## src/hw/rtl/per_cell_threshold_persistence_check_assert.svh

```systemverilog
// ----------------------------------------------------------------------------
// Assertion macros for the per-cell threshold persistence check
// Same-cycle and next-cycle implication checks, clocked and reset-gated.
// ----------------------------------------------------------------------------
`ifndef PER_CELL_THRESHOLD_PERSISTENCE_CHECK_ASSERT_SVH
`define PER_CELL_THRESHOLD_PERSISTENCE_CHECK_ASSERT_SVH

// check cons in the same cycle as ante
`define PCTP_ASSERT_NOW(label, clk, rst_n, ante, cons, msg) \
    label: assert property (@(posedge clk) disable iff (!rst_n) (ante) |-> (cons)) \
        else $error(msg);

// check cons in the cycle after ante
`define PCTP_ASSERT_NEXT(label, clk, rst_n, ante, cons, msg) \
    label: assert property (@(posedge clk) disable iff (!rst_n) (ante) |=> (cons)) \
        else $error(msg);

`endif

```

## src/hw/rtl/pctp_pkg.sv

```systemverilog
// ----------------------------------------------------------------------------
// pctp_pkg
// Field widths, request kinds and register indexes of the cell fault checker.
// ----------------------------------------------------------------------------
package pctp_pkg;

    localparam int SAMPLE_W    = 16;
    localparam int HOLD_W      = 16;
    localparam int TIME_W      = 32;
    localparam int TRIP_W      = 5;
    localparam int OUT_TDATA_W = 8;
    localparam int CFG_IDX_W   = 8;
    localparam int CFG_DATA_W  = 16;

    localparam logic REQ_TICK   = 1'b0;
    localparam logic REQ_SAMPLE = 1'b1;

    localparam logic [CFG_IDX_W-1:0] REG_UPPER_BOUND_MODE = 8'd0;
    localparam logic [CFG_IDX_W-1:0] REG_THRESHOLD        = 8'd1;
    localparam logic [CFG_IDX_W-1:0] REG_HOLD_TICKS       = 8'd2;
    localparam logic [CFG_IDX_W-1:0] REG_MAGNITUDE_MODE   = 8'd3;

    typedef logic [TIME_W-1:0] time_val_t;

endpackage

```

## src/hw/rtl/per_cell_threshold_persistence_check.sv

```systemverilog
// ----------------------------------------------------------------------------
// per_cell_threshold_persistence_check: cell fault qualifier with hold timers
// Accepts one beat per cycle unless a held result beat stalls it; the sweep result
// beat passes the input register (start-time RAM read alongside), then the output register.
// Synchronous active-low reset clears time, timers, sweep state and valid flags.
// ----------------------------------------------------------------------------
`include "per_cell_threshold_persistence_check_assert.svh"

module per_cell_threshold_persistence_check #(
    parameter int MAX_CELLS = 16
) (
    input  logic                                 aclk,
    input  logic                                 aresetn,
    input  logic                                 cfg_valid,
    output logic                                 cfg_ready,
    input  logic [pctp_pkg::CFG_IDX_W-1:0]       cfg_index,
    input  logic [pctp_pkg::CFG_DATA_W-1:0]      cfg_data,
    input  logic                                 s_tvalid,
    output logic                                 s_tready,
    input  logic [pctp_pkg::SAMPLE_W-1:0]        s_tdata,   // [15:0] sample_value
    input  logic [0:0]                           s_tuser,   // [0] req_type
    input  logic                                 s_tlast,
    output logic                                 m_tvalid,
    input  logic                                 m_tready,
    output logic [pctp_pkg::OUT_TDATA_W-1:0]     m_tdata    // [4:0] tripped_cell
);

    localparam int PW = $clog2(MAX_CELLS + 1);
    localparam int CW = (MAX_CELLS > 1) ? $clog2(MAX_CELLS) : 1;

    // configuration
    logic                                upper_reg;
    logic signed [pctp_pkg::SAMPLE_W-1:0] thr_reg;
    logic [pctp_pkg::HOLD_W-1:0]         hold_reg;
    logic                                mag_reg;

    // front end
    pctp_pkg::time_val_t                 time_reg;
    logic [PW-1:0]                       pos_reg;
    logic                                s_accept;
    logic                                s_sample;

    // evaluation stage
    logic                                p1_valid_reg;
    logic                                p1_valid_next;
    logic                                p1_sample_reg;
    logic                                p1_last_reg;
    logic [pctp_pkg::SAMPLE_W-1:0]       p1_value_reg;
    logic [CW-1:0]                       p1_cell_reg;
    logic                                p1_inrange_reg;
    pctp_pkg::time_val_t                 p1_time_reg;
    logic                                p1_emit;
    logic                                p1_eval;
    logic                                p1_advance;

    // timer state
    logic [MAX_CELLS-1:0]                run_reg;
    logic [MAX_CELLS-1:0]                run_next;
    logic [MAX_CELLS-1:0]                done_reg;
    logic [MAX_CELLS-1:0]                done_next;
    logic [PW-1:0]                       trip_reg;
    logic [PW-1:0]                       trip_next;

    // start-time RAM
    logic [CW-1:0]                       rd_addr;
    pctp_pkg::time_val_t                 ram_rdata;
    logic                                start_we;
    logic                                fwd_reg;
    pctp_pkg::time_val_t                 fwd_data_reg;

    // compare and timer logic
    logic signed [pctp_pkg::SAMPLE_W:0]  val_ext;
    logic signed [pctp_pkg::SAMPLE_W:0]  val_cmp;
    logic signed [pctp_pkg::SAMPLE_W:0]  thr_ext;
    logic                                cond;
    logic                                run_old;
    logic                                done_old;
    logic                                started;
    logic                                run_mid;
    logic                                done_mid;
    pctp_pkg::time_val_t                 start_prev;
    pctp_pkg::time_val_t                 start_eff;
    pctp_pkg::time_val_t                 elapsed;
    logic                                expire;
    logic                                run_new;
    logic                                done_new;
    logic                                hit;
    logic [PW-1:0]                       cell_num;

    // output register
    logic                                m_valid_reg;
    logic                                m_valid_next;
    logic [pctp_pkg::TRIP_W-1:0]         m_data_reg;

    assign cfg_ready = 1'b1;

    always_ff @(posedge aclk) begin
        if (!aresetn) begin
            upper_reg <= 1'b1;
            thr_reg   <= '0;
            hold_reg  <= '0;
            mag_reg   <= 1'b0;
        end else if (cfg_valid && cfg_ready) begin
            case (cfg_index)
                pctp_pkg::REG_UPPER_BOUND_MODE: upper_reg <= cfg_data[0];
                pctp_pkg::REG_THRESHOLD:        thr_reg   <= cfg_data;
                pctp_pkg::REG_HOLD_TICKS:       hold_reg  <= cfg_data;
                pctp_pkg::REG_MAGNITUDE_MODE:   mag_reg   <= cfg_data[0];
                default: ;
            endcase
        end
    end

    assign s_accept = s_tvalid && s_tready;
    assign s_sample = (s_tuser[0] == pctp_pkg::REQ_SAMPLE);

    always_ff @(posedge aclk) begin
        if (!aresetn) begin
            time_reg <= '0;
            pos_reg  <= '0;
        end else if (s_accept) begin
            if (!s_sample) begin
                time_reg <= time_reg + 1'b1;
            end else if (s_tlast) begin
                pos_reg <= '0;
            end else if (pos_reg < PW'(MAX_CELLS)) begin
                pos_reg <= pos_reg + 1'b1;
            end
        end
    end

    assign p1_emit    = p1_sample_reg && p1_last_reg;
    assign p1_advance = p1_valid_reg && (!p1_emit || !m_valid_reg || m_tready);
    assign s_tready   = !p1_valid_reg || p1_advance;

    always_comb begin
        p1_valid_next = p1_valid_reg;
        if (s_accept) begin
            p1_valid_next = 1'b1;
        end else if (p1_advance) begin
            p1_valid_next = 1'b0;
        end
    end

    always_ff @(posedge aclk) begin
        if (!aresetn) begin
            p1_valid_reg <= 1'b0;
        end else begin
            p1_valid_reg <= p1_valid_next;
        end
    end

    always_ff @(posedge aclk) begin
        if (s_accept) begin
            p1_sample_reg  <= s_sample;
            p1_last_reg    <= s_tlast;
            p1_value_reg   <= s_tdata;
            p1_cell_reg    <= pos_reg[CW-1:0];
            p1_inrange_reg <= (pos_reg < PW'(MAX_CELLS));
            p1_time_reg    <= time_reg;
        end
    end

    // hold the read address on the staged cell while stalled
    assign rd_addr  = s_accept ? pos_reg[CW-1:0] : p1_cell_reg;
    assign start_we = p1_advance && p1_eval && started;

    pctp_ram #(
        .WIDTH (pctp_pkg::TIME_W),
        .DEPTH (MAX_CELLS)
    ) u_start_ram (
        .aclk    (aclk),
        .wr_en   (start_we),
        .wr_addr (p1_cell_reg),
        .wr_data (p1_time_reg),
        .rd_addr (rd_addr),
        .rd_data (ram_rdata)
    );

    // bypass a start time written in the same cycle it was read
    always_ff @(posedge aclk) begin
        if (!aresetn) begin
            fwd_reg <= 1'b0;
        end else begin
            fwd_reg <= start_we && (p1_cell_reg == rd_addr);
        end
        fwd_data_reg <= p1_time_reg;
    end

    assign start_prev = fwd_reg ? fwd_data_reg : ram_rdata;

    assign p1_eval  = p1_sample_reg && p1_inrange_reg && (trip_reg == '0);
    assign val_ext  = {p1_value_reg[pctp_pkg::SAMPLE_W-1], p1_value_reg};
    assign val_cmp  = (mag_reg && p1_value_reg[pctp_pkg::SAMPLE_W-1]) ? -val_ext : val_ext;
    assign thr_ext  = {thr_reg[pctp_pkg::SAMPLE_W-1], thr_reg};
    assign cond     = upper_reg ? (val_cmp > thr_ext) : (val_cmp < thr_ext);

    assign run_old  = p1_inrange_reg ? run_reg[p1_cell_reg] : 1'b0;
    assign done_old = p1_inrange_reg ? done_reg[p1_cell_reg] : 1'b0;
    assign started  = cond && !run_old && !done_old;
    assign run_mid  = cond && (run_old || !done_old);
    assign done_mid = cond && done_old;

    assign start_eff = started ? p1_time_reg : start_prev;
    assign elapsed   = p1_time_reg - start_eff;
    assign expire    = run_mid && (elapsed >= pctp_pkg::TIME_W'(hold_reg));
    assign run_new   = run_mid && !expire;
    assign done_new  = done_mid || expire;
    assign hit       = p1_eval && done_new;
    assign cell_num  = PW'(p1_cell_reg) + 1'b1;

    always_comb begin
        run_next  = run_reg;
        done_next = done_reg;
        trip_next = trip_reg;
        if (p1_advance && p1_eval) begin
            run_next[p1_cell_reg]  = run_new;
            done_next[p1_cell_reg] = done_new;
        end
        if (p1_advance && p1_sample_reg) begin
            if (p1_last_reg) begin
                trip_next = '0;
            end else if (hit) begin
                trip_next = cell_num;
            end
        end
    end

    always_ff @(posedge aclk) begin
        if (!aresetn) begin
            run_reg  <= '0;
            done_reg <= '0;
            trip_reg <= '0;
        end else begin
            run_reg  <= run_next;
            done_reg <= done_next;
            trip_reg <= trip_next;
        end
    end

    always_comb begin
        m_valid_next = m_valid_reg;
        if (p1_advance && p1_emit) begin
            m_valid_next = 1'b1;
        end else if (m_tready) begin
            m_valid_next = 1'b0;
        end
    end

    always_ff @(posedge aclk) begin
        if (!aresetn) begin
            m_valid_reg <= 1'b0;
        end else begin
            m_valid_reg <= m_valid_next;
        end
        if (p1_advance && p1_emit) begin
            m_data_reg <= pctp_pkg::TRIP_W'(hit ? cell_num : trip_reg);
        end
    end

    assign m_tvalid = m_valid_reg;
    assign m_tdata  = pctp_pkg::OUT_TDATA_W'(m_data_reg);

    `PCTP_ASSERT_NOW(a_result_from_sweep_end, aclk, aresetn, $rose(m_valid_reg), $past(p1_advance && p1_emit), "result beat without a sweep end")
    `PCTP_ASSERT_NOW(a_timer_exclusive, aclk, aresetn, p1_valid_reg && p1_eval, !(run_new && done_new), "timer both running and done")
    `PCTP_ASSERT_NOW(a_trip_bound, aclk, aresetn, 1'b1, trip_reg <= PW'(MAX_CELLS), "tripped index beyond cell count")
    `PCTP_ASSERT_NOW(a_pos_bound, aclk, aresetn, 1'b1, pos_reg <= PW'(MAX_CELLS), "sweep position beyond cell count")
    `PCTP_ASSERT_NEXT(a_sweep_clear, aclk, aresetn, p1_advance && p1_emit, trip_reg == '0, "tripped index kept past sweep end")

endmodule

```

## src/hw/rtl/pctp_ram.sv

```systemverilog
// ----------------------------------------------------------------------------
// pctp_ram
// Generic single-write, single-read RAM with registered read data.
// ----------------------------------------------------------------------------
module pctp_ram #(
    parameter int WIDTH = 32,
    parameter int DEPTH = 16
) (
    input  logic                                      aclk,
    input  logic                                      wr_en,
    input  logic [((DEPTH > 1) ? $clog2(DEPTH) : 1)-1:0] wr_addr,
    input  logic [WIDTH-1:0]                          wr_data,
    input  logic [((DEPTH > 1) ? $clog2(DEPTH) : 1)-1:0] rd_addr,
    output logic [WIDTH-1:0]                          rd_data
);

    logic [WIDTH-1:0] mem_reg [DEPTH];
    logic [WIDTH-1:0] rd_data_reg;

    always_ff @(posedge aclk) begin
        if (wr_en) begin
            mem_reg[wr_addr] <= wr_data;
        end
        rd_data_reg <= mem_reg[rd_addr];
    end

    assign rd_data = rd_data_reg;

endmodule
```

## config.mk

```make
export PLATFORM = sky130hd
export DESIGN_NAME = per_cell_threshold_persistence_check
export DESIGN_NICKNAME = d
export VERILOG_FILES = /design/src/hw/rtl/pctp_pkg.sv /design/src/hw/rtl/per_cell_threshold_persistence_check.sv /design/src/hw/rtl/pctp_ram.sv
export VERILOG_INCLUDE_DIRS = /design/src /design/src/hw/rtl
export SDC_FILE = /design/constraint.sdc
export NUM_CORES = 1
export LEC_CHECK = 0
export ABC_AREA = 1
export BUFFER_PORTS_ARGS = -buffer_cell sky130_fd_sc_hd__buf_2
export CORE_ASPECT_RATIO = 0.5
export CORE_MARGIN = 1
export CORE_UTILIZATION = 45
export CTS_BUF_LIST = sky130_fd_sc_hd__clkbuf_16
export DETAILED_ROUTE_END_ITERATION = 10
export GPL_TIMING_DRIVEN = 0
export PLACE_DENSITY_LB_ADDON = 0.1
export SYNTH_ARGS = -nofsm -noshare
export SYNTH_HDL_FRONTEND = slang
export SYNTH_SLANG_ARGS = --single-unit
```

## constraint.sdc

```tcl
create_clock -name aclk -period 19.2 [get_ports aclk]
set_input_delay 3.84 -clock aclk [delete_from_list [all_inputs] [get_ports aclk]]
set_output_delay 3.84 -clock aclk [all_outputs]
set_load 0.005 [all_outputs]
```

Yosys cells after proc, flatten, opt, wreduce, memory -nomap -nowiden
Memory sizes are Yosys's and may differ from the RTL's. A register that Yosys moved wholly into a read port is not among the register bits.
Cells that the tools add are included.

cells by class
  add/subtract/negate cells = 5
  $lt $le $gt $ge = 6
  reduce and logical (&&, ||, !) cells = 41
  muxes and demuxes = 25
  equal/unequal tests = 4
  bitwise operators = 1

operator list
  cell                                                 count
  2-to-1 mux 32 bit                                    2
  adder 32 x 1 -> 32 bit, second input constant        1
  bitwise mux 16 bit                                   2
  >= comparator 32 x 16 -> 1 bit                       1
  subtractor 32 bit                                    1
  2-to-1 mux 5 bit                                     4
  logical AND 1 bit                                    19
  greater-than comparator 17 x 16 -> 1 bit             1
  < comparator 17 x 16 -> 1 bit                        1
  2-to-1 mux 17 bit                                    1
  negation 16 -> 17 bit                                1
  equality test 8 x 2 -> 1 bit, second input constant  2
  2-to-1 mux 1 bit                                     12
  AND reduction 2 bit                                  5
  binary-select mux 1 bit (select 4 bit)               2
  equality test 8 x 1 -> 1 bit, second input constant  1
  zero test 8 bit                                      1
  zero test 1 bit                                      6
  nonzero test 2 bit                                   3
  adder 4 x 1 -> 5 bit, second input constant          1
  adder 5 x 1 -> 5 bit, second input constant          1
  zero test 5 bit                                      1
  logical OR 1 bit                                     5
  < comparator 4 x 5 -> 1 bit, second input constant   1
  other kinds (7)                                      7

storage, ports and cells
  word-level logic and storage cells = 103
  memories = 1
  RAM bits = 512
  register bits = 203
  output and inout bits = 11

memory list
  name                 depth  bits a word  read ports  clocked after Yosys merged registers in  wr ports  line            text
  u_start_ram.mem_reg  16     32           1           1                                        1         pctp_ram.sv:17  logic [WIDTH-1:0] mem_reg [DEPTH];

Depth between registers and ports, before layout
Gate-level depths: netlist (run 1).

  depth in word-level cells = 14
  depth in mapped cells = 52
  depth with buffers taken out = 51

Cells and area by module
From an unflattened synthesis (run 1), not the netlist that was laid out.

unflattened totals
  cells, all modules = 3694
  area, all modules = 34388.0 sq um

by module, submodules not included
  module                                sequential area each (sq um)  times used  area each (sq um)  cells each
  pctp_ram                              16015.4                       1           22730.6            2120
  per_cell_threshold_persistence_check  4624.4                        1           11657.4            1574

Worst setup path after synthesis (run 1)
No wires, ideal clock.

  kind = input-to-output
  start = input port m_tready
  end = output port s_tready
  setup slack = 11.296 ns
  stages = 2
  arrival = 4.064 ns
  cell sequence = nor2_1 nand2_2

on the way
  longest elaborated chain between the ends = 3

RTL lines
  item                line                                         text
  start: declaration  per_cell_threshold_persistence_check.sv:24   input logic m_tready,
  logical OR 1 bit    per_cell_threshold_persistence_check.sv:133  assign p1_advance = p1_valid_reg && (!p1_emit || !m_valid_reg || m_tready);
  logical AND 1 bit   per_cell_threshold_persistence_check.sv:133
  logical OR 1 bit    per_cell_threshold_persistence_check.sv:134  assign s_tready = !p1_valid_reg || p1_advance;
  end: declaration    per_cell_threshold_persistence_check.sv:19   output logic s_tready,

No other way between the ends.

Worst setup path in the final report (run 1)
  start = register p1_value_reg[0] in the netlist's numbering
  end = register m_data_reg[3] in the netlist's numbering, data pin

on the way
  longest elaborated chain between the ends = 13
  elaborated cells between the ends (all ways) = 16

RTL lines
  item                                                                                              line                                         text
  start: declaration                                                                                per_cell_threshold_persistence_check.sv:48   logic [pctp_pkg::SAMPLE_W-1:0] p1_value_reg;
  start signal: assignment                                                                          per_cell_threshold_persistence_check.sv:157  p1_value_reg <= s_tdata;
  negation 16 -> 17 bit                                                                             per_cell_threshold_persistence_check.sv:194  assign val_cmp = (mag_reg && p1_value_reg[pctp_pkg::SAMPLE_W-1]) ? -val_ext : val_ext;
  2-to-1 mux 17 bit *                                                                               per_cell_threshold_persistence_check.sv:194
  < comparator 17 x 16 -> 1 bit / greater-than comparator 17 x 16 -> 1 bit (equally long branches)  per_cell_threshold_persistence_check.sv:196  assign cond = upper_reg ? (val_cmp > thr_ext) : (val_cmp < thr_ext);
  2-to-1 mux 1 bit *                                                                                per_cell_threshold_persistence_check.sv:196
  logical AND 1 bit (2 in series)                                                                   per_cell_threshold_persistence_check.sv:200  assign started = cond && !run_old && !done_old;
  2-to-1 mux 32 bit                                                                                 per_cell_threshold_persistence_check.sv:204  assign start_eff = started ? p1_time_reg : start_prev;
  subtractor 32 bit                                                                                 per_cell_threshold_persistence_check.sv:205  assign elapsed = p1_time_reg - start_eff;
  >= comparator 32 x 16 -> 1 bit                                                                    per_cell_threshold_persistence_check.sv:206  assign expire = run_mid && (elapsed >= pctp_pkg::TIME_W'(hold_reg));
  logical AND 1 bit                                                                                 per_cell_threshold_persistence_check.sv:206
  logical OR 1 bit *                                                                                per_cell_threshold_persistence_check.sv:208  assign done_new = done_mid || expire;
  logical AND 1 bit *                                                                               per_cell_threshold_persistence_check.sv:209  assign hit = p1_eval && done_new;
  2-to-1 mux 5 bit *                                                                                --
  end signal: assignment                                                                            per_cell_threshold_persistence_check.sv:257  m_data_reg <= pctp_pkg::TRIP_W'(hit ? cell_num : trip_reg);
  end: declaration                                                                                  per_cell_threshold_persistence_check.sv:93   logic [pctp_pkg::TRIP_W-1:0] m_data_reg;

Every way passes the cells marked *; elsewhere a longest branch is shown, timed or not.
A chain may end at the register's enable or synchronous reset.

==> impl_metrics.py, run 1 <==
metrics = {
    "clocking": {
        "worstSkewPairLatency_ps": 650,
        "postCtsResizedCells": 0,
        "cts_setup_buffers": 0,
        "cts_sinks": 747,
        "cts_hold_buf": 0,
        "max-clock-path-buffers": 3,
        "h-tree-depth": 3,
        "cts_tree": "built",
        "cts_buffers": 69,
        "cts_root_buf": "clkbuf_16",
        "clk_pin_slew_ps": 60,
    },
    "floorplanning": {
        "num_io_pins": 58,
        "rows": 68,
        "dieArea_um2": 71840,
        "die_h_um": 190.0,
        "start_util_pct": 45.83,
        "core_um2": 69430,
        "die_w_um": 378.1,
    },
    "yosys": {
        "netlist-cell-type-count": 56,
        "post-synth-top-count-cell": "edfxtp_1",
        "netlist_instances": 2946,
        "syn_area_per_cell_um2": 10.80,
        "synth_edf_count": 568,
        "synth_top_area_share_pct": 53.61,
        "synth-seq-cells": 747,
        "yosys_warnings": 0,
        "synth_largest_area_cell": "edfxtp_1",
        "synth_flop_cell": "edfxtp_1",
        "synth_area_um2": 31820,
        "async_flop_share_pct": 0,
        "ys_seq_area_share_pct": 64.87,
        "synth_common_cells": "568 x edfxtp_1, 449 x o21ai_0, 416 x nor2_1, 309 x nand2_1, 217 x inv_1",
        "synthTopCellsByArea": "edfxtp_1 54%, dfxtp_1 11%, o21ai_0 7.1%, nor2_1 4.9%, nand2_1 3.6%",
    },
    "route": {
        "wl_met2_um": 41410,
        "drt-pass1-iter-count": 5,
        "met1_length_um": 43560,
        "avgRoutedWirePerCell_um": 23.63,
        "vias": 23480,
        "drt_iter0_drc": 2659,
        "wl_um": 97730,
        "remaining_drc_errors": 0,
        "ant_nets": 0,
        "dr_wl_met3_um": 10920,
        "dr.max_layer_used": "met5",
        "via_per_inst": 5.678,
    },
    "power": {
        "power_mw": 3.553,
        "powerDensity_nw_per_um2": 98.14,
        "ir_drop_uv": 58.58,
        "power.leakage_nw": 12.94,
    },
    "timing": {
        "rsz0062_at_grt": "false",
        "setup_viol": 0,
        "final-max-slew-violation-count": 0,
        "worstMarginPinSlew_ps": 1388,
        "skew_ps": 42.83,
        "tns_ps": 0,
        "hold_viol": 0,
        "period_needed_ps": 8450,
        "fmax_mhz": 118.3,
        "slew_headroom_pct": 7.464,
        "final_min_period_over_clock_period_pct": 44.01,
    },
    "cells_and_area": {
        "finalNetCount": 3256,
        "fin_area_um2": 36210,
        "area_growth_pct": 13.79,
        "fillerInstances": 6216,
        "multiInputGateArea_um2": 9807,
        "num_antenna_cells": 0,
        "largest_reg_flops": 512,
        "drive_gt1_share_pct": 9.276,
        "regArea_um2": 20640,
        "final_util_pct": 52.15,
    },
    "worst_setup_path": {
        "crit_required_ps": 19570,
        "critPathArrivalTime_ps": 8820,
        "slowest_stage": "clkbuf_1",
        "slowest_delay_ps": 590,
        "critPathMaxFanout": 10,
        "end_kind": "register",
        "critPathKind": "reg -> reg",
        "start_kind": "register",
    },
    "placed_design": {
        "io_buffer_count": 53,
        "dpl.hpwl_um": 69510,
        "gp_congestion": 0.9174,
        "placed_cell_area_um2": 34090,
    },
    "grt": {
        "grt_max_degree": 53,
        "grt_pass1_vias": 22140,
        "gr-total-overflow": 0,
        "grt_pass1_wl_um": 143100,
        "antenna_found_initial": 11,
        "grtUsageTotal_pct": 27.40,
    },
    "min_path": {
        "hold_class": "reg -> reg",
    },
    "job": {
        "maxCapViolCount": 0,
    },
    "outcome": {
        "status": "complete, no violations",
    },
}
-- layout make-up --
cell class                      count  share of cell area, %
Sequential cell                   747                  57.01
Multi-Input combinational cell   1830                  27.09
Clock buffer                       69                  4.769
Tap cell                          945                  3.266
Timing Repair Buffer              118                  2.775
Inverter                          225                  2.350
Buffer                            146                  1.680
Clock inverter                     56                  1.068
-- placed cells by master (no fill, tap or decap), drive strengths merged, types with 28 or more instances in the layout --
cell type	synthesis	final
edfxtp	568	568
o21ai	457	457
nor2	422	422
nand2	314	314
inv	222	248
dfxtp	179	179
clkbuf	110	179
buf	36	154
a21oi	137	137
nand3	89	89
o22ai	71	71
ha	71	71
o221ai	68	68
nor3	50	50
mux2i	31	31
clkinv	3	28
-- metal layers --
layer / global-route usage [%] / up-vias
met4: 6.602 / 4
met3: 8.073 / 127
met2: 40.48 / 1070
met5: 0 / -
li1: - / 10850
met1: 39.50 / 11430
-- worst max-delay path: cells and delay by family, from the launching register on --
| kind | cells | cell delay [ps] |
|---|---|---|
| compound gates | 6 | 1410 |
| flops | 1 | 390 |
| xor+xnor | 2 | 420 |
| simple gates | 30 | 3640 |
| fa+ha+maj | 5 | 1420 |
| buf+inv | 5 | 920 |
-- final timing paths --
path,start,end,slack (ps),depth (start not counted)
max reg2reg,p1_value_reg[0],m_data_reg[3],10750,48
max,p1_value_reg[0],m_data_reg[3],10750,48
min,thr_reg[0],thr_reg[0],460,2
min reg2reg,thr_reg[0],thr_reg[0],460,2
-- metrics by stage --
stage / std cells / hold WS, ps / setup slack, ps
floorplan: 2948 / 408.2 / 11300
global placement: 3946 / 444.9 / 8397
detailed placement: 4011 / 449.5 / 10750
CTS: 4136 / 462.1 / 10660
global route: 4136 / 468.4 / 10050
finish: 4136 / 460.5 / 10750
-- power by group --
group,switching [mW],internal [mW]
clock,0.625,0.702
combinational,0.307,0.139
sequential,0.0281,1.75
-- cell families (layout without fill, tap and decap cells) --
group	count (synthesis)	after routing	share of synthesized area [%]
flops	747	747	64.87
fa+ha+maj	72	72	2.855
simple gates	924	924	12.17
compound gates	762	762	13.50
mux	31	31	0.9752
buf+inv	371	614	4.585
other cells	2	4	0.02360
xor+xnor	37	37	1.018
Power figures use the tool's default switching activity.
==> run 2, diff against run 1 <==
--- a/config.mk
+++ b/config.mk
@@ -6,7 +6,7 @@
 export SDC_FILE = /design/constraint.sdc
 export NUM_CORES = 1
 export LEC_CHECK = 0
-export ABC_AREA = 1
+export ABC_AREA = 0
 export BUFFER_PORTS_ARGS = -buffer_cell sky130_fd_sc_hd__buf_2
 export CORE_ASPECT_RATIO = 0.5
 export CORE_MARGIN = 1
==> constraint.sdc (replaced) <==
create_clock -name aclk -period 8.69 [get_ports aclk]
set_input_delay 1.738 -clock aclk [delete_from_list [all_inputs] [get_ports aclk]]
set_output_delay 1.738 -clock aclk [all_outputs]
set_load 0.005 [all_outputs]
==> run 2 against run 1 <==
Net effect:
- non-clock buffer count decreased by 32
- wire length down 9.1%
- sequential share of layout area is 0.40 points higher
- maximum frequency rose by 2.4%
- critical path depth decreased by 13
- final area is 0.70% lower
==> impl_metrics.py, run 2 <==
metrics = {
    "yosys": {
        "synth_top_area_share_pct": 53.92,
        "post-synth-top-count-cell": "nand2_1",
        "netlist-cell-type-count": 66,
        "syn_area_per_cell_um2": 11.60,
        "synth-seq-cells": 747,
        "synth_common_cells": "592 x nand2_1, 568 x edfxtp_1, 318 x nand3_1, 179 x dfxtp_1, 134 x clkbuf_1",
        "yosys_warnings": 0,
        "netlist_instances": 2727,
        "synth_flop_cell": "edfxtp_1",
        "synth_area_um2": 31630,
        "synth_edf_count": 568,
        "async_flop_share_pct": 0,
        "ys_seq_area_share_pct": 65.25,
        "synthTopCellsByArea": "edfxtp_1 54%, dfxtp_1 11%, nand2_1 7.0%, nand3_1 5.0%, ha_1 2.8%",
        "synth_largest_area_cell": "edfxtp_1",
    },
    "timing": {
        "hold_slack_ps": 458.0,
        "skew_ps": 26.54,
        "period_needed_ps": 8256,
        "worst_slack_ps": 433.7,
        "fmax_mhz": 121.1,
        "slew_headroom_pct": 12.73,
        "hold_viol": 0,
        "final_min_period_over_clock_period_pct": 95.01,
        "worstMarginPinSlew_ps": 1273,
        "final-max-slew-violation-count": 0,
        "setup_viol": 0,
        "rsz0062_at_grt": "false",
    },
    "power": {
        "ir_drop_uv": 140.5,
        "power.leakage_nw": 12.81,
        "powerDensity_nw_per_um2": 209.4,
        "power_mw": 7.528,
    },
    "worst_setup_path": {
        "critPathBufInv": 5,
        "slowest_stage": "or3_1",
        "crit_required_ps": 9050,
        "reg2reg_to": "m_data_reg[3]",
        "r2r_cells": 35,
        "r2r_setup_slack_ps": 430,
        "start_kind": "register",
        "critPathKind": "reg -> reg",
        "critPathMaxFanout": 10,
        "crit_family": "compound AO/OA/AOI/OAI gates",
        "critPathArrivalTime_ps": 8620,
        "r2r_start": "p1_value_reg[6]",
        "cp_common_cell": "ha_1",
        "end_kind": "register",
        "slowest_delay_ps": 440,
    },
    "route": {
        "wl_um": 88810,
        "drt_iter0_drc": 2092,
        "drt-pass1-iter-count": 5,
        "avgRoutedWirePerCell_um": 22.91,
        "remaining_drc_errors": 0,
        "via_per_inst": 5.580,
        "vias": 21630,
        "ant_nets": 0,
    },
    "grt": {
        "grt_pass1_vias": 20590,
        "grt_pass1_wl_um": 132100,
        "grt_max_degree": 33,
        "grtUsageTotal_pct": 25.04,
        "antenna_found_initial": 0,
        "gr-total-overflow": 0,
    },
    "floorplanning": {
        "dieArea_um2": 71420,
        "die_w_um": 376.9,
        "core_um2": 69260,
        "die_h_um": 189.5,
        "num_io_pins": 58,
        "rows": 68,
        "start_util_pct": 45.67,
    },
    "clocking": {
        "worstSkewPairLatency_ps": 630,
        "clk_pin_slew_ps": 60,
        "cts_tree": "built",
        "cts_sinks": 747,
        "cts_buffers": 70,
        "cts_hold_buf": 0,
        "cts_root_buf": "clkbuf_16",
        "h-tree-depth": 3,
        "max-clock-path-buffers": 3,
    },
    "cells_and_area": {
        "final_common_cell": "nand2_1",
        "layout.cells.non_filler": 3876,
        "area_growth_pct": 13.66,
        "finalNetCount": 2993,
        "largest_reg_flops": 512,
        "num_antenna_cells": 0,
        "drive_gt1_share_pct": 7.813,
        "final_cell_mix": "592 x nand2_1, 568 x edfxtp_1, 318 x nand3_1",
    },
    "min_path": {
        "hold_class": "reg -> reg",
        "worst_hold_path.endpoint": "done_reg[6]",
        "whs_path_depth": 2,
        "worstHoldStart": "done_reg[6]",
    },
    "outcome": {
        "status": "complete, no violations",
    },
    "placed_design": {
        "gp_congestion": 0.9048,
        "dpl.hpwl_um": 62140,
        "pre_cts_slack_ps": -1114,
        "io_buffer_count": 52,
        "placedCellCount": 3744,
    },
    "job": {
        "maxCapViolCount": 0,
    },
}
-- run 2: cell types whose count changed in the layout (fill, tap and decap cells not counted), moves of 64 or more --
cell and change:
inv_1 -167, nand2_1 +283, o21ai_0 -410, nand3_1 +235, nor2_1 -348, a311oi_1 +64, o221ai_1 -67, o22ai_1 -70
-- run 2: worst max-delay path by stage --
stage	from	cells past startpoint	slack, ps	end
after CTS	p1_value_reg[0]	37	110	m_data_reg[3]
after floorplan	p1_value_reg[6]	34	1400	m_data_reg[0]
final	p1_value_reg[6]	35	430	m_data_reg[3]
after global routing	p1_value_reg[6]	35	30	m_data_reg[4]
after detailed placement	p1_value_reg[0]	36	-1110	m_data_reg[3]
after global placement	p1_value_reg[0]	36	-1030	m_data_reg[3]
-- run 2: power by group --
part,internal (mW),switching [mW]
clock network,1.66,1.36
registers,3.86,0.0565
logic,0.210,0.379
-- run 2: worst register-to-register path, delay by kind of cell (launching register included) --
family,cells,cell delay [ps]
AOI/OAI and AO/OA,15,3100
adders and majority gates,4,1200
xor gates and xnor gates,2,330
buffers and inverters,5,820
DFF,1,430
and+or+nand+nor,9,2110
-- run 2: per-layer routing --
| layer | vias to the layer above | share of wire (%) | global-route usage, % |
|---|---|---|---|
| li1 | 10170 | - | - |
| met2 | 753 | 42 | 36.62 |
| met4 | 0 | 1.7 | 5.738 |
| met3 | 105 | 8.2 | 5.514 |
| met1 | 10600 | 48 | 37.79 |
| met5 | - | 0 | 0 |
-- run 2: cells by family after synthesis --
| kind of cell | count (synthesis) | synth area share [%] |
|---|---|---|
| other cells | 2 | 0.02374 |
| mux | 83 | 3.034 |
| compound gates | 325 | 6.756 |
| buf+inv | 216 | 2.678 |
| fa+ha+maj | 72 | 2.872 |
| flops | 747 | 65.25 |
| simple gates | 1207 | 17.31 |
| xor+xnor | 75 | 2.077 |
-- run 2: what timing repair did --
item                       CTS  global route
gates resized for setup     13            10
pin swaps                    2             4
setup buffers                2             1
setup endpoints to repair   42            38
-- run 2: per-stage QoR --
step | TNS, ps | cell area, um2 | util (%)
after global placement | -34160 | 33080 | 47.77
after detailed placement | -38440 | 33600 | 48.52
after CTS | 0 | 35910 | 51.84
after floorplan | 0 | 31640 | -
final | 0 | 35950 | 51.91
after global routing | 0 | 35950 | 51.91
-- run 2: final cells by class --
class | instances | area (um2)
inverter | 57 | 214.0
clock inverter | 55 | 356.6
timing repair buffer | 73 | 691.9
sequential | 747 | 20640
multi-input combinational | 1766 | 10380
buffer | 159 | 638.1
fill | 6082 | 33300
tap | 945 | 1182
clock buffer | 74 | 1852
==> run 3, diff against run 2 <==
--- a/config.mk
+++ b/config.mk
@@ -14,7 +14,7 @@
 export CTS_BUF_LIST = sky130_fd_sc_hd__clkbuf_16
 export DETAILED_ROUTE_END_ITERATION = 10
 export GPL_TIMING_DRIVEN = 0
-export PLACE_DENSITY_LB_ADDON = 0.1
+export PLACE_DENSITY = 0.61
 export SYNTH_ARGS = -nofsm -noshare
 export SYNTH_HDL_FRONTEND = slang
 export SYNTH_SLANG_ARGS = --single-unit
==> run 3 against run 2 <==
Net effect:
- utilization is 0.17 points lower
- maximum frequency increased by 0.32%
- wire length fell by 2.8%
- final area fell by 0.33%
- largest power group unchanged
- critical path depth is 1 lower
- largest cell class unchanged
- die area unchanged
- power fell by 2.0%
- via count is 0.39% lower
- first-iteration DRC count grew 14%
- non-clock buffer count grew 1
- final cell count about the same
- clock power is 5% lower
==> impl_metrics.py, run 3 (synthesis results as in run 2) <==
metrics = {
    "placed_design": {
        "gp_congestion": 0.8960,
        "placedCellCount": 3744,
        "pre_cts_slack_ps": -1257,
        "io_buffer_count": 52,
        "dpl.hpwl_um": 60870,
    },
    "clocking": {
        "cts_sinks": 747,
        "max-clock-path-buffers": 3,
        "cts_tree": "built",
        "worstSkewPairLatency_ps": 640,
        "cts_hold_buf": 0,
        "clk_pin_slew_ps": 60,
        "cts_buffers": 68,
        "cts_root_buf": "clkbuf_16",
        "h-tree-depth": 3,
    },
    "timing": {
        "hold_slack_ps": 455.7,
        "skew_ps": 36.86,
        "setup_viol": 0,
        "final_min_period_over_clock_period_pct": 94.70,
        "period_needed_ps": 8230,
        "worstMarginPinSlew_ps": 1166,
        "final-max-slew-violation-count": 0,
        "tns_ps": 0,
        "slew_headroom_pct": 20.03,
        "rsz0062_at_grt": "false",
        "hold_viol": 0,
        "worst_slack_ps": 460.4,
        "fmax_mhz": 121.5,
    },
    "route": {
        "vias": 21540,
        "drt-pass1-iter-count": 5,
        "via_per_inst": 5.561,
        "drt_iter0_drc": 2395,
        "wl_um": 86330,
        "avgRoutedWirePerCell_um": 22.29,
        "remaining_drc_errors": 0,
        "ant_nets": 0,
    },
    "floorplanning": {
        "core_um2": 69260,
        "dieArea_um2": 71420,
        "num_io_pins": 58,
        "rows": 68,
        "start_util_pct": 45.67,
        "die_w_um": 376.9,
        "die_h_um": 189.5,
    },
    "job": {
        "maxCapViolCount": 0,
    },
    "worst_setup_path": {
        "critPathKind": "reg -> reg",
        "start_kind": "register",
        "crit_family": "compound AO/OA/AOI/OAI gates",
        "slowest_delay_ps": 460,
        "critPathArrivalTime_ps": 8590,
        "critPathMaxFanout": 10,
        "crit_required_ps": 9050,
        "end_kind": "register",
        "critPathBufInv": 4,
        "slowest_stage": "or3_1",
    },
    "cells_and_area": {
        "layout.cells.non_filler": 3874,
        "drive_gt1_share_pct": 7.889,
        "final_util_pct": 51.74,
        "final_cell_mix": "592 x nand2_1, 568 x edfxtp_1, 318 x nand3_1",
        "final_common_cell": "nand2_1",
        "fillerInstances": 6079,
        "finalNetCount": 2992,
        "multiInputGateArea_um2": 10380,
        "largest_reg_flops": 512,
        "area_growth_pct": 13.29,
        "regArea_um2": 20640,
    },
    "grt": {
        "grt_pass1_vias": 20890,
        "gr-total-overflow": 0,
        "grtUsageTotal_pct": 24.45,
        "grt_max_degree": 33,
        "grt_pass1_wl_um": 129900,
        "antenna_found_initial": 1,
    },
    "power": {
        "power.leakage_nw": 12.76,
        "powerDensity_nw_per_um2": 206.0,
        "ir_drop_uv": 156.1,
    },
    "outcome": {
        "status": "complete, no violations",
    },
    "min_path": {
        "hold_class": "reg -> reg",
    },
}
## run 3: area by class of cell
type / instances / share of cell area [%]
multi-input combinational: 1766 / 28.96
inverter: 57 / 0.5971
tap: 945 / 3.300
clock inverter: 54 / 0.8973
antenna: 1 / 0.006983
clock buffer: 71 / 4.958
buffer: 159 / 1.784
timing repair buffer: 74 / 1.896
sequential: 747 / 57.60
## run 3: tightest hold or removal path, stage by stage, from the launching register on
cell     delay (ps)
dfxtp_1         310
nand3_1          50
o21ai_1          50
## run 3: what timing repair did
action | 4_1_cts | 5_1_grt
setup endpoints to repair | 42 | 42
pin swaps | 3 | 3
buffers inserted | 3 | 1
endpoints found under the hold margin | 0 | 0
gates resized for setup | 15 | 11
## run 3: final timing paths
kind                        start             to  slack (ps)  cells past startpoint
setup / recovery  p1_value_reg[8]  m_data_reg[0]         460                     34
hold / removal       done_reg[15]   done_reg[15]         460                      2
setup reg to reg  p1_value_reg[8]  m_data_reg[0]         460                     34
hold reg to reg      done_reg[15]   done_reg[15]         460                      2
## run 3: report_power, final
part           internal (mW)  switching, mW
clock network           1.55           1.34
registers               3.86         0.0521
logic                  0.208          0.380
total                   5.61           1.77
## run 3: per-layer routing
layer | wire, um | GRT usage (%) | vias to the layer above
li1 | - | - | 10180
met1 | 39920 | 35.61 | 10480
met2 | 37390 | 36.98 | 772
met3 | 7069 | 5.477 | 113
met4 | 1946 | 6.113 | 0
met5 | 0 | 0 | -
## run 3: metrics by stage
stage | power [mW] | cell area (um2)
after detailed placement | 4.551 | 33590
after floorplan | 4.347 | 31640
after global placement | 4.536 | 33080
after global routing | 7.612 | 35830
after CTS | 7.401 | 35790
final | 7.381 | 35830
